<file path="src/sv/tcon_pkg.sv">
// shared types and constants of the text console with key buffer
package tcon_pkg;

  // request kinds on the command port
  typedef enum logic [1:0] {
    REQ_KEY   = 2'd0,
    REQ_PRINT = 2'd1,
    REQ_TAKE  = 2'd2,
    REQ_READ  = 2'd3
  } req_type_e;

  // scan codes and characters with a meaning of their own
  localparam logic [7:0] SC_BACKSPACE = 8'h0E;
  localparam logic [7:0] SC_ENTER     = 8'h1C;
  localparam logic [7:0] SC_RELEASE   = 8'h81;
  localparam logic [7:0] CH_NEWLINE   = 8'h0A;
  localparam logic [7:0] CH_SPACE     = 8'h20;

  // attribute byte after reset
  localparam logic [7:0] ATTR_RESET   = 8'h0C;

  // key ring commands from the sequencer
  typedef struct packed {
    logic       push;
    logic       pop;
    logic       drop;
    logic [7:0] push_data;
  } ring_ctrl_t;

  // key ring status back to the sequencer
  typedef struct packed {
    logic empty;
    logic full;
  } ring_stat_t;

endpackage

</file>
<file path="src/sv/tcon_key_ring.sv">
// keyboard ring buffer with head and tail pointers, one slot kept free
module tcon_key_ring import tcon_pkg::*; #(
  parameter int Depth = 256,
  parameter int Pw    = 8
) (
  input  logic       clk_i,
  input  logic       rst_ni,
  input  ring_ctrl_t ctrl_i,
  output ring_stat_t stat_o,
  output logic [7:0] rdata_o
);

  logic [7:0]    mem [Depth];
  logic [7:0]    rdata_q;
  logic [Pw-1:0] head_q, head_d;
  logic [Pw-1:0] tail_q, tail_d;
  logic [Pw-1:0] head_inc, tail_inc, tail_dec;

  // modular pointer steps
  assign head_inc = (head_q == Pw'(Depth - 1)) ? '0 : head_q + 1'b1;
  assign tail_inc = (tail_q == Pw'(Depth - 1)) ? '0 : tail_q + 1'b1;
  assign tail_dec = (tail_q == '0) ? Pw'(Depth - 1) : tail_q - 1'b1;

  assign stat_o.empty = (head_q == tail_q);
  assign stat_o.full  = (tail_inc == head_q);

  // pointer updates
  always_comb begin
    head_d = head_q;
    tail_d = tail_q;
    if (ctrl_i.push) begin
      tail_d = tail_inc;
    end else if (ctrl_i.drop) begin
      tail_d = tail_dec;
    end
    if (ctrl_i.pop) begin
      head_d = head_inc;
    end
  end

  always_ff @(posedge clk_i or negedge rst_ni) begin
    if (!rst_ni) begin
      head_q <= '0;
      tail_q <= '0;
    end else begin
      head_q <= head_d;
      tail_q <= tail_d;
    end
  end

  // storage, read at the head every cycle
  always_ff @(posedge clk_i) begin
    if (ctrl_i.push) begin
      mem[tail_q] <= ctrl_i.push_data;
    end
    rdata_q <= mem[head_q];
  end

  assign rdata_o = rdata_q;

endmodule

</file>
<file path="config.mk">
export PLATFORM = sky130hd
export DESIGN_NAME = tcon_key_ring
export DESIGN_NICKNAME = d
export VERILOG_FILES = /design/src/sv/tcon_pkg.sv /design/src/sv/tcon_key_ring.sv
export SDC_FILE = /design/constraint.sdc
export NUM_CORES = 2
export LEC_CHECK = 0
export BUFFER_PORTS_ARGS = -buffer_cell sky130_fd_sc_hd__buf_2
export CAP_MARGIN = 10
export CORE_MARGIN = 2
export CORE_UTILIZATION = 63
export DETAILED_ROUTE_END_ITERATION = 7
export PLACE_DENSITY = 0.79
export SLEW_MARGIN = 20
export SYNTH_ARGS = -nofsm -noshare
export SYNTH_HDL_FRONTEND = slang
export SYNTH_SLANG_ARGS = --single-unit
export TNS_END_PERCENT = 50
</file>
<file path="constraint.sdc">
create_clock -name clk_i -period 3.1 [get_ports clk_i]
set_input_delay 0 -clock clk_i [delete_from_list [all_inputs] [get_ports clk_i]]
set_output_delay 0 -clock clk_i [all_outputs]
set_load 0.02 [all_outputs]
</file>
==> flow_summary.ini <==
[run_status]
status = complete, but fails checks
violations = design-rule violations, negative setup slack

[sta]
rsz0062_at_grt = true
final_max_slew_viol_count = 0
fin_crit_sh_pct = 106.8
tightest_slew_ps = 987.5
finalSetupViolCount = 8
setup_ws_ps = -210.4
period_minus_slack_ps = 3310
clock_skew_ps = 42.56
hold_viol = 0
relSlewSlack_pct = 33.87
timing.fmax_mhz = 302.1

[placed_design]
numPortBuffers = 22
postPlaceCellArea_sq_mm = 0.08688
place.gp.congestion = 0.9436
hpwl_microns = 136600
dp_cells = 5910

[routing]
drt-initial-drc-count = 8292
wl_met3_microns = 33450
via_count = 45320
routed-wl-met2_microns = 106700
drc_errors = 1
highest_layer = met5
drtPass1Iterations = 8
wl_per_cell_microns = 35.97
drtAntennaViolNets = 0
wl_microns = 228400
routed_via_density = 7.136
m1WireLength_microns = 74750

[hold_path]
hold_path_class = input port to flip-flop

[synth]
syn_area_sq_mm = 0.08110
syn-num-nets = 3936
ys_ff_latch = 2072
async_reset_ff_share_pct = 0.7722
synthFlopType = edfxtp_1
synth_top_area_share_pct = 75.83
synth.area.top_cells = edfxtp_1 (76%), mux4_2 (13%), mux2i_1 (2.1%)
syn_avg_cell_area_sq_um = 20.70
ys_seq_area_share_pct = 76.52
synth_compound_area_share_pct = 3.316
muxShareOfSynthArea_pct = 15.07
synth_top_family_by_area = multiplexers
synth-edff-count = 2048
synth.distinct_cells = 76
synthAdderAreaFrac_pct = 0.09257
yosys.area_share.simple_pct = 2.896
synth_cells = 3917
synth_warnings = 0
synth_xor_xnor_area_share_pct = 0.2592
yosys.area.top_type = edfxtp_1

[power_and_ir_drop]
powerDensity_mw_per_mm2 = 787.4
clkPwrFrac_pct = 31.3
swShare_pct = 31.07
irDropWorstVdd_mv = 0.9099
p_int_mw = 51.11
finalPower_mw = 74.15
power_frac_seq_pct = 42.9
pwr-share-comb_pct = 25.7
total_leakage_power_nw = 30.71
p_switching_mw = 23.04

[worst_setup_path]
crit_path_start_kind = flip-flop
cp_max_fo = 5
cp.arrival_ps = 4020
critPathKind = flip-flop to flip-flop
setup.worst_path.end_class = flip-flop
required_ps = 3810
regToRegSetupSlack_ps = -210

[job]
cap_violations = 0

[floorplan]
die-width_microns = 362.8
die_area_sq_mm = 0.1316
boundaryPins = 23
initial_core_util_pct = 63.51
rows = 131
die_y_microns = 362.8
core_sq_mm = 0.1277

[clock_tree]
root_buffer = clkbuf_16
ctsLongestPathBuffers = 3
cts_made_buffers = 197
htreeDepth = 4
cts_sinks = 2072
clk_pin_slew_ps = 60
cts_tree = yes
clk_latency_ps = 850

[final_layout]
finalNetCount = 4535
final_util_pct = 73.76
drive_above_1_share_pct = 30.98
syn_to_final_growth_pct = 16.12
final_cell_area_sq_mm = 0.09417
stdcell_count = 6351
fillCellCount = 6604

[grt]
grt_max_degree = 113
grtUsageTotal_pct = 34.85
first_global_vias = 45170
grt_pass1_wl_microns = 321600
overflow = 0
antenna_found_initial = 8
==> power groups by stage <==
stage | clock network (mW) | logic, mW | registers, mW
floorplan | 0 | 9.15 | 32.0
global placement | 0 | 17.0 | 32.4
detailed placement | 0 | 17.2 | 32.4
CTS | 23.3 | 17.9 | 31.8
global route | 24.3 | 19.2 | 31.8
finish | 23.2 | 19.1 | 31.8
==> area by class of cell <==
cell class                 count  area (sq um)  area share [%]
antenna                        8         20.02         0.02126
clock buffer                 242          5160           5.479
clock inverter               122         996.0           1.058
inverter                      10         40.04         0.04252
multi-input combinational   1588         17850           18.96
sequential                  2072         62090           65.93
tap                         1662          2079           2.208
timing repair buffer         647          5942           6.310
==> state kept, by name (all words and copies together), names as in the netlist <==
register	count
tail_q	8
mem	2048
head_q	8
rdata_o	8
==> metal layers <==
metal / vias up / track usage [%]
met5: - / 0
met4: 8 / 17.69
met3: 848 / 10.99
met2: 4139 / 53.03
met1: 22840 / 45.99
li1: 17480 / -
==> Yosys cell counts, types with 4 or more instances <==
master / instances
o21ai_0: 43
dfxtp_1: 8
nand2b_1: 9
ha_1: 6
mux2_2: 17
nand2_1: 104
a2111oi_0: 7
buf_4: 41
mux4_2: 457
and2_1: 9
a221oi_1: 38
and3_1: 7
nand4_1: 9
a211o_1: 8
nor3_1: 16
a22o_1: 7
nor4_1: 9
clkbuf_1: 100
buf_2: 60
buf_8: 4
o31ai_1: 5
o22ai_1: 35
a21oi_1: 49
xnor2_1: 17
inv_1: 9
a221o_1: 9
mux2i_1: 168
buf_1: 9
buf_6: 30
nor2_1: 294
o311a_1: 4
a31oi_1: 6
nor2b_1: 20
a22oi_1: 77
o221ai_1: 14
or3_1: 4
nand3_1: 43
xor2_1: 7
a211oi_1: 23
dfrtp_1: 16
edfxtp_1: 2048
o211ai_1: 6
==> final timing paths <==
kind,startpoint,end,cells past startpoint
worst min-delay path,ctrl_i[9],head_q[1],4
worst max-delay path,head_q[0],rdata_o[3],9
min in group asynchronous,rst_ni,tail_q[0],3
max in group asynchronous,rst_ni,head_q[3],3
worst max register to register,head_q[0],rdata_o[3],9
worst min register to register,tail_q[7],tail_q[7],2
==> worst max-delay path, cell delays in order, from the launching register on <==
cell,delay (ps)
dfrtp_4,530
buf_16,170
buf_12,140
buf_16,130
mux4_2,510
mux4_2,540
and3_4,220
a211oi_4,340
nand4_1,340
o311a_1,240
==> logic make-up after synthesis <==
kind of cell,after synthesis
buffers and inverters,257
multiplexers,644
adder cells (fa/ha/maj),6
flip-flops,2072
XOR/XNOR,24
AND/OR/NAND/NOR,542
AO/OA/AOI/OAI,372
==> placed cells by master, fill, tap and decap left out, types with 11 or more instances in the layout <==
cell	Yosys	final
mux4_2	457	458
a22oi_1	77	71
mux2_2	17	17
edfxtp_1	2048	2048
clkbuf_16	0	202
a211oi_1	23	17
buf_4	41	532
clkinv_1	1	53
o22ai_1	35	35
nor2b_1	20	17
mux2i_1	168	167
nor2_1	294	289
nand2_1	104	104
o21ai_0	43	33
clkinv_2	0	37
dlygate4sd3_1	0	14
buf_12	2	54
o221ai_1	14	14
clkbuf_8	0	12
bufinv_16	0	11
nand3_1	43	42
a221oi_1	38	34
buf_2	60	13
xnor2_1	17	17
a21oi_1	49	42
clkbuf_1	100	40
buf_16	0	11
nor3_1	16	15
==> repair_timing <==
action	4_1_cts	5_1_grt
gates cloned	2	4
gates resized for setup	56	41
pin swaps	7	9
endpoints found under the setup margin	9	9
hold endpoints to repair	771	0
hold buffers	14	0
setup buffers	10	40
==> through the flow <==
stage / setup TNS, ps / hold WS (ps) / setup slack, ps
2_1_floorplan: 0 / -295.6 / 383.9
3_3_place_gp: -1693 / -36.58 / -918.0
3_5_place_dp: -1131 / -32.73 / -396.5
4_1_cts: -149.5 / 72.24 / -62.31
5_1_grt: -390.3 / 134.3 / -131.5
6_report: -590.2 / 142.7 / -210.4
Note: power is estimated with default switching activity, not from simulation.
